[src/rtl/tbp_pkg.sv]
// ----------------------------------------------------------------------------
// tbp_pkg
// Shared sizes, counter constants and types for the tournament predictor.
// ----------------------------------------------------------------------------
package tbp_pkg;

  localparam int ADDR_BITS    = 12;
  localparam int INDEX_BITS   = 12;
  localparam int HISTORY_BITS = 12;
  localparam int COUNT_BITS   = 32;
  localparam int TABLE_DEPTH  = 1 << INDEX_BITS;

  // common width wide enough for address, index and history
  localparam int WIDE_A    = (ADDR_BITS > INDEX_BITS) ? ADDR_BITS : INDEX_BITS;
  localparam int WIDE_BITS = (WIDE_A > HISTORY_BITS) ? WIDE_A : HISTORY_BITS;

  localparam int GSH_BITS = 2;
  localparam int BIM_BITS = 3;
  localparam int CHO_BITS = 2;
  localparam int BC_BITS  = BIM_BITS + CHO_BITS;

  localparam int IN_FIELD_BITS  = ADDR_BITS + 1;
  localparam int IN_DATA_BITS   = ((IN_FIELD_BITS + 7) / 8) * 8;
  localparam int OUT_FIELD_BITS = 2 + 2 * COUNT_BITS;
  localparam int OUT_DATA_BITS  = ((OUT_FIELD_BITS + 7) / 8) * 8;

  localparam logic [GSH_BITS-1:0] GSH_MAX   = 2'd3;
  localparam logic [GSH_BITS-1:0] GSH_MIN   = 2'd0;
  localparam logic [GSH_BITS-1:0] GSH_TAKEN = 2'd2;
  localparam logic [GSH_BITS-1:0] GSH_RESET = 2'd0;

  localparam logic [BIM_BITS-1:0] BIM_MIN       = 3'd1;
  localparam logic [BIM_BITS-1:0] BIM_MAX       = 3'd6;
  localparam logic [BIM_BITS-1:0] BIM_TAKEN_MAX = 3'd3;
  localparam logic [BIM_BITS-1:0] BIM_SKIP_FROM = 3'd2;
  localparam logic [BIM_BITS-1:0] BIM_SKIP_TO   = 3'd4;
  localparam logic [BIM_BITS-1:0] BIM_RESET     = 3'd6;

  localparam logic [CHO_BITS-1:0] CHO_MIN   = 2'd0;
  localparam logic [CHO_BITS-1:0] CHO_MAX   = 2'd3;
  localparam logic [CHO_BITS-1:0] CHO_BIM   = 2'd2;
  localparam logic [CHO_BITS-1:0] CHO_RESET = 2'd3;

  typedef logic [INDEX_BITS-1:0] idx_t;
  typedef logic [COUNT_BITS-1:0] count_t;

  typedef struct packed {
    logic                gpred;
    logic                bpred;
    logic                fpred;
    logic                ok;
    logic [GSH_BITS-1:0] g_next;
    logic [BIM_BITS-1:0] b_next;
    logic [CHO_BITS-1:0] c_next;
  } tbp_upd_t;

endpackage

[src/rtl/tbp_update.sv]
// ----------------------------------------------------------------------------
// tbp_update
// Prediction and next counter values for one branch.
// ----------------------------------------------------------------------------
module tbp_update (
  input  logic [tbp_pkg::GSH_BITS-1:0] g_ctr,
  input  logic [tbp_pkg::BIM_BITS-1:0] b_ctr,
  input  logic [tbp_pkg::CHO_BITS-1:0] c_ctr,
  input  logic                         taken,
  output tbp_pkg::tbp_upd_t            upd
);
  import tbp_pkg::*;

  always_comb begin
    upd.gpred = (g_ctr >= GSH_TAKEN);
    upd.bpred = (b_ctr <= BIM_TAKEN_MAX);
    upd.fpred = (c_ctr >= CHO_BIM) ? upd.bpred : upd.gpred;
    upd.ok    = (upd.fpred == taken);

    if (taken) begin
      upd.g_next = (g_ctr < GSH_MAX) ? g_ctr + 2'd1 : g_ctr;
      upd.b_next = (b_ctr > BIM_MIN) ? b_ctr - 3'd1 : b_ctr;
    end else begin
      upd.g_next = (g_ctr > GSH_MIN) ? g_ctr - 2'd1 : g_ctr;
      if (b_ctr == BIM_SKIP_FROM) begin
        upd.b_next = BIM_SKIP_TO;
      end else if (b_ctr < BIM_MAX) begin
        upd.b_next = b_ctr + 3'd1;
      end else begin
        upd.b_next = b_ctr;
      end
    end

    // chooser only trains when the two predictors disagree
    upd.c_next = c_ctr;
    if (upd.gpred != upd.bpred) begin
      if (upd.gpred == taken) begin
        upd.c_next = (c_ctr > CHO_MIN) ? c_ctr - 2'd1 : c_ctr;
      end else begin
        upd.c_next = (c_ctr < CHO_MAX) ? c_ctr + 2'd1 : c_ctr;
      end
    end
  end

endmodule

[config.mk]
export PLATFORM = sky130hd
export DESIGN_NAME = tbp_update
export DESIGN_NICKNAME = d
export VERILOG_FILES = /design/src/rtl/tbp_pkg.sv /design/src/rtl/tbp_update.sv
export SDC_FILE = /design/constraint.sdc
export NUM_CORES = 1
export LEC_CHECK = 0
export BUFFER_PORTS_ARGS = -buffer_cell sky130_fd_sc_hd__buf_4
export CAP_MARGIN = 40
export CORE_AREA = 2 2 39 41
export DETAILED_ROUTE_END_ITERATION = 7
export DIE_AREA = 0 0 41 43
export GPL_ROUTABILITY_DRIVEN = 0
export MAX_ROUTING_LAYER = met4
export PLACE_DENSITY = 0.54
export SETUP_SLACK_MARGIN = 0.2
export SLEW_MARGIN = 15
export SYNTH_ARGS = -nofsm -noshare
export SYNTH_HDL_FRONTEND = slang
export SYNTH_SLANG_ARGS = --single-unit
[constraint.sdc]
create_clock -name vclk -period 2.4
set_clock_uncertainty 0.1 [all_clocks]
set_input_delay 0.48 -clock vclk [all_inputs]
set_output_delay 0.48 -clock vclk [all_outputs]
set_load 0.1 [all_outputs]
Word-level counts from Yosys, hierarchy flattened:

Index checks and enable logic that the tools add are counted.

* register bits after elaboration: 0
* input port bits: 8
* output and inout bits: 11
* word-level logic and storage cells: 30

* $add $sub $neg: 6
* $lt $le $gt $ge: 9
* equality and inequality tests: 4
* muxes and demuxes: 11

Operator list (count)
* 2-to-1 mux 2 bit: 6
* 2-to-1 mux 3 bit: 3
* 2-to-1 mux 5 bit: 1
* adder 2 x 1 -> 2 bit, second input constant: 2
* greater-or-equal comparator 2 bit, second input constant: 2
* greater-than comparator 2 x 1 -> 1 bit, second input constant: 2
* < comparator 2 bit, second input constant: 2
* subtractor 2 x 1 -> 2 bit, second input constant: 2
* adder 3 x 1 -> 3 bit, second input constant: 1
* equality test 3 x 2 -> 1 bit, second input constant: 1
* greater-than comparator 3 x 1 -> 1 bit, second input constant: 1
* less-or-equal comparator 3 x 2 -> 1 bit, second input constant: 1
* < comparator 3 bit, second input constant: 1
* subtractor 3 x 1 -> 3 bit, second input constant: 1
* equality test 1 bit: 2
* 2-to-1 mux 1 bit: 1
* inequality test 1 bit: 1

Longest topological paths before layout:

Gate-level depths: netlist (run 1).

* word-level depth: 4
* mapped depth: 6
* mapped depth without buffers: 6

Least setup slack after synthesis (run 1):

OpenSTA, ideal clock, no wires.

* kind: input to output
* from: input port b_ctr[2] in the netlist's numbering
* to: output port upd[7] in the netlist's numbering
* data arrival time: 3.843 ns
* data required time: 1.820 ns
* setup slack: -2.023 ns
* stages: 6
* buffers on the path: 1
* cells stage by stage: buf_2 inv_1 ha_1 nor2_4 a21oi_1 xnor2_1

RTL lines
* start, declared: line tbp_update.sv:7 `input logic [tbp_pkg::BIM_BITS-1:0] b_ctr,`
* end, declared: line tbp_update.sv:10 `output tbp_pkg::tbp_upd_t upd`

==> impl_metrics.env, run 1 <==
export IMPL_status="completed"
export IMPL_ant_nets=0
export IMPL_fin_crit_sh_pct=96.2
export IMPL_setup_viol=0
export IMPL_dieArea_sq_um=1760
export IMPL_holdBufCountCts=0
export IMPL_regArea_sq_um=0
export IMPL_grt_max_degree=11
export IMPL_post_drt_wl_per_cell_um=12.2
export IMPL_port_buffers=19
export IMPL_yosys_top_cells_count="8 x inv_1, 5 x ha_1, 5 x nand2_1"
export IMPL_gr_usage_all_layers_pct=14.3
export IMPL_fillers=127
export IMPL_synth_largest_area_cell="ha_1"
export IMPL_tightest_slew_ns=0.385
export IMPL_hold_path_end="upd[10]"
export IMPL_vias_per_cell=5.15
export IMPL_grt_pass1_wl_um=1850
export IMPL_cp_end_kind="primary output"
export IMPL_cpPeakStageDelay_ns=0.32
export IMPL_maxSlewViolCount=0
export IMPL_ys_warn_count=0
export IMPL_fp_dieH_um=43
export IMPL_yosys_area_share_adder_pct=20.6
export IMPL_seq_cell_count=0
export IMPL_criticalPathCategory="in -> out"
export IMPL_drc=0
export IMPL_syn_avg_cell_area_sq_um=6.67
export IMPL_hold_class="in -> out"
export IMPL_initial_core_util_pct=28.9
export IMPL_grt_setup_unrepaired="true"
export IMPL_p_leak_nw=0.369
export IMPL_worst_slew_margin_rel_pct=74.1
export IMPL_num_io_pins=19
export IMPL_yosysSeqAreaShare_pct=0
export IMPL_stdcell_area_sq_um=892
export IMPL_crit_fanout=5
export IMPL_fmax_ghz=0.433
export IMPL_nets=99
export IMPL_synth_cell_types=27
export IMPL_wl_um=1220
export IMPL_core_sq_um=1380
export IMPL_slowest_stage="a221oi_4"
export IMPL_power_density_nw_per_um2=387
export IMPL_synth_compound_area_share_pct=30.3
export IMPL_die_w_um=41
export IMPL_period_needed_ns=2.31
export IMPL_drv_cap=0
export IMPL_nClkBuffers=0
export IMPL_finalCoreUtilization_pct=64.5
export IMPL_crit_chain="buf_12 > ha_4 > ha_4 > nor2_4 > mux2i_2 > a221oi_4 > buf_12"
export IMPL_holdCritStartpoint="g_ctr[1]"
export IMPL_cp_data_required_time_ns=1.82
export IMPL_grt_pass1_vias=469
export IMPL_dr_pass1_iters=4
export IMPL_arrival_ns=1.73
export IMPL_syn_inst=60
export IMPL_synthMuxAreaShare_pct=7.50
export IMPL_setup_ws_ns=0.0906
export IMPL_synth_top_family_by_area="compound AO/OA/AOI/OAI gates"
export IMPL_rows=14
export IMPL_synthToLayoutAreaGrowth_pct=123
export IMPL_synth_most_common_cell="inv_1"
export IMPL_dpl_instance_area_sq_um=728
export IMPL_synthesis_nets=73
export IMPL_synth_area_leaders="ha_1 16%, mux2i_1 7.5%, inv_1 7.5%"
export IMPL_startpoint_type="primary input"
export IMPL_hpwl_um=900
export IMPL_drtIter0Drc=4
export IMPL_layout_drive_gt1_share_pct=64.3
export IMPL_finalHoldViolCount=0
export IMPL_dr_total_vias=515
export IMPL_syn_cell_area_sq_um=400
export IMPL_grt_antenna_before_repair=0
export IMPL_netlist_area_leader_share_pct=15.6
export IMPL_antenna_cells=0
export IMPL_grt_overflow=0
export IMPL_synth_simple_gate_area_share_pct=27.2
export IMPL_pre_cts_ws_ns=-0.0963
export IMPL_whs_path_depth=2
export IMPL_synthXorXnorAreaFrac_pct=2.19
export IMPL_ir_worst_vdd_uv=236
==> where the power goes <==
group,switching [mW],internal (mW)
clock,0,0
sequential,0,0
combinational,0.222,0.124
==> per-layer routing <==
| layer | GRT usage, % | vias up | part of all wire, % |
|---|---|---|---|
| met4 | 0 | 0 | 0 |
| met5 | - | - | 0 |
| met1 | 17.9 | 240 | 42 |
| li1 | - | 262 | - |
| met2 | 25.9 | 13 | 54 |
| met3 | 0 | 0 | 4.2 |
==> worst max-delay path by stage <==
stage / from / cells after the start / end
final: b_ctr[0] / 7 / upd[1]
after global routing: b_ctr[1] / 7 / upd[1]
after CTS: b_ctr[0] / 7 / upd[1]
after detailed placement: b_ctr[0] / 7 / upd[0]
after global placement: b_ctr[0] / 7 / upd[0]
after floorplan: b_ctr[0] / 5 / upd[0]
==> cells in the final DEF (no fill, tap or decap), drive strengths merged <==
| cell | instances |
|---|---|
| a211oi | 1 |
| or3b | 1 |
| mux2i | 3 |
| a32oi | 1 |
| a221oi | 2 |
| a31oi | 2 |
| xnor2 | 1 |
| buf | 28 |
| nor2b | 1 |
| nor3 | 4 |
| nand2b | 1 |
| o31a | 1 |
| a21oi | 4 |
| nand2 | 5 |
| nor2 | 5 |
| maj3 | 2 |
| o21ai | 4 |
| or2 | 1 |
| o31ai | 2 |
| inv | 8 |
| ha | 5 |
| nor4b | 1 |
| or2b | 1 |
==> cell type report <==
type                            instances  area (sq um)  area share (%)
Inverter                                8          32.5            3.65
Multi-Input combinational cell         48           528            59.2
Tap cell                               16          20.0            2.24
Timing Repair Buffer                   28           312            34.9
==> critical path: cells and delay by family <==
family | cells | cell delay, ns
AOI/OAI and AO/OA | 1 | 0.32
buffers and inverters | 2 | 0.32
adders and majority gates | 2 | 0.33
and+or+nand+nor | 1 | 0.16
muxes | 1 | 0.11
==> cells by family after synthesis <==
| logic type | after synthesis |
|---|---|
| AND/OR/NAND/NOR | 20 |
| AO/OA/AOI/OAI | 17 |
| buffers and inverters | 12 |
| adder cells (fa/ha/maj) | 7 |
| multiplexers | 3 |
| XOR/XNOR | 1 |
==> repair_timing <==
| item | CTS | global route |
|---|---|---|
| buffers inserted | 0 | 1 |
| setup endpoints to repair | 7 | 7 |
| resized for setup | 24 | 14 |
| pin swaps | 0 | 6 |
==> per-stage QoR <==
| step | cells | total power [mW] | hold slack [ns] | TNS, ns |
|---|---|---|---|---|
| 6_report | 100 | 0.345 | 1.25 | 0 |
| 3_3_place_gp | 99 | 0.295 | 1.25 | -0.0814 |
| 2_1_floorplan | 60 | 0.233 | 1.04 | -0.580 |
| 3_5_place_dp | 99 | 0.296 | 1.25 | -0.118 |
| 4_1_cts | 99 | 0.333 | 1.25 | 0 |
| 5_1_grt | 100 | 0.361 | 1.26 | 0 |
Note: power is estimated with default switching activity, not from simulation.
==> inputs of run 2 (changes only) <==
REMOVE_ABC_BUFFERS = 1   (was not set)
==> impl_metrics.env, run 2 (synthesis gave the netlist of run 1 again) <==
export IMPL_p_leak_nw=0.351
export IMPL_grt_antenna_before_repair=0
export IMPL_crit_fanout=5
export IMPL_layout_drive_gt1_share_pct=54.7
export IMPL_port_buffers=19
export IMPL_whs_ns=1.24
export IMPL_dieArea_sq_um=1760
export IMPL_dpl_instance_area_sq_um=627
export IMPL_dr_total_vias=513
export IMPL_grt_max_degree=13
export IMPL_ir_worst_vdd_uv=210
export IMPL_post_drt_wl_per_cell_um=11.8
export IMPL_rows=14
export IMPL_hold_path_end="upd[8]"
export IMPL_status="completed"
export IMPL_crit_chain="buf_12 > inv_2 > buf_4 > ha_1 > o21ai_1 > o31ai_1 > a211oi_1 > clkbuf_8"
export IMPL_instances_no_fill=102
export IMPL_initial_core_util_pct=28.9
export IMPL_cts_setup_buffers=0
export IMPL_final_common_cell="buf_4"
export IMPL_holdCritStartpoint="c_ctr[1]"
export IMPL_power_density_nw_per_um2=384
export IMPL_num_io_pins=19
export IMPL_hpwl_um=888
export IMPL_fin_crit_sh_pct=99.0
export IMPL_holdBufCountCts=0
export IMPL_cp_end_kind="primary output"
export IMPL_die_w_um=41
export IMPL_drv_cap=0
export IMPL_grt_pass1_wl_um=1810
export IMPL_fp_dieH_um=43
export IMPL_setup_viol=0
export IMPL_cpPeakStageDelay_ns=0.32
export IMPL_drtIter0Drc=4
export IMPL_whs_path_depth=3
export IMPL_stdcell_area_sq_um=781
export IMPL_worst_slew_margin_rel_pct=77.6
export IMPL_nets=101
export IMPL_core_sq_um=1380
export IMPL_nClkBuffers=0
export IMPL_drc=0
export IMPL_antenna_cells=0
export IMPL_setup_ws_ns=0.0229
export IMPL_fillers=140
export IMPL_finalHoldViolCount=0
export IMPL_dr_pass1_iters=2
export IMPL_startpoint_type="primary input"
export IMPL_pre_cts_ws_ns=-0.100
export IMPL_ant_nets=0
export IMPL_vias_per_cell=5.03
export IMPL_mostFrequentLayoutCells="19 x buf_4, 7 x buf_6, 6 x inv_1"
export IMPL_hold_class="in -> out"
export IMPL_arrival_ns=1.80
export IMPL_cp_data_required_time_ns=1.82
export IMPL_maxSlewViolCount=0
export IMPL_period_needed_ns=2.38
export IMPL_place_inst=102
export IMPL_regArea_sq_um=0
export IMPL_gr_usage_all_layers_pct=14.3
export IMPL_grt_setup_unrepaired="true"
export IMPL_criticalPathCategory="in -> out"
export IMPL_wl_um=1210
export IMPL_tightest_slew_ns=0.334
export IMPL_slowest_stage="a211oi_1"
export IMPL_fmax_ghz=0.421
export IMPL_seq_cell_count=0
export IMPL_grt_overflow=0
export IMPL_synthToLayoutAreaGrowth_pct=95.0
export IMPL_p_total_mw=0.300
export IMPL_grt_pass1_vias=451
-- run 2: changes by cell type in the layout (fill, tap and decap cells not counted), moves of 2 or more --
cell,previous run,this run
buf_12,6,2
mux2i_1,1,3
a221oi_4,2,0
buf_6,5,7
nor3_2,2,0
mux2i_2,2,0
buf_4,16,19
-- run 2: power by group --
group          switching, mW  total, mW  internal (mW)
logic                  0.205      0.300         0.0949
registers                  0          0              0
clock network              0          0              0
-- run 2: worst max-delay path by stage --
stage / startpoint / end / cells after the start
final: b_ctr[1] / upd[3] / 8
after global routing: b_ctr[1] / upd[3] / 8
after CTS: b_ctr[1] / upd[0] / 7
after detailed placement: b_ctr[0] / upd[0] / 7
after global placement: b_ctr[0] / upd[0] / 7
after floorplan: b_ctr[0] / upd[7] / 5
-- run 2: per-stage QoR --
stage / TNS [ns] / utilization (%)
floorplan: -8.30 / -
global placement: -0.297 / 45.3
detailed placement: -0.297 / 45.3
CTS: 0 / 51.9
global route: -0.0351 / 56.4
finish: 0 / 56.4
-- run 2: final cells by class --
type | count | area [sq um] | area share [%]
inverters | 8 | 30.0 | 3.85
repair buffers | 30 | 290 | 37.2
well taps | 16 | 20.0 | 2.56
multi-input cells | 48 | 440 | 56.4
-- run 2: what timing repair did --
item                       4_1_cts  5_1_grt
pin swaps                       10        4
setup endpoints to repair        6        7
gates resized for setup         23       14
-- run 2: critical path: cells and delay by family --
family	cells	cell delay [ns]
fa+ha+maj	1	0.25
buf+inv	4	0.59
compound gates	3	0.47
-- run 2: routing by layer --
layer | vias up | wire (um) | global-route usage, % | part of all wire, %
li1 | 266 | - | - | -
met1 | 232 | 469 | 15.5 | 39
met2 | 15 | 687 | 28.4 | 57
met3 | 0 | 50 | 0 | 4.1
met4 | 0 | 0 | 0 | 0
met5 | - | 0 | - | 0
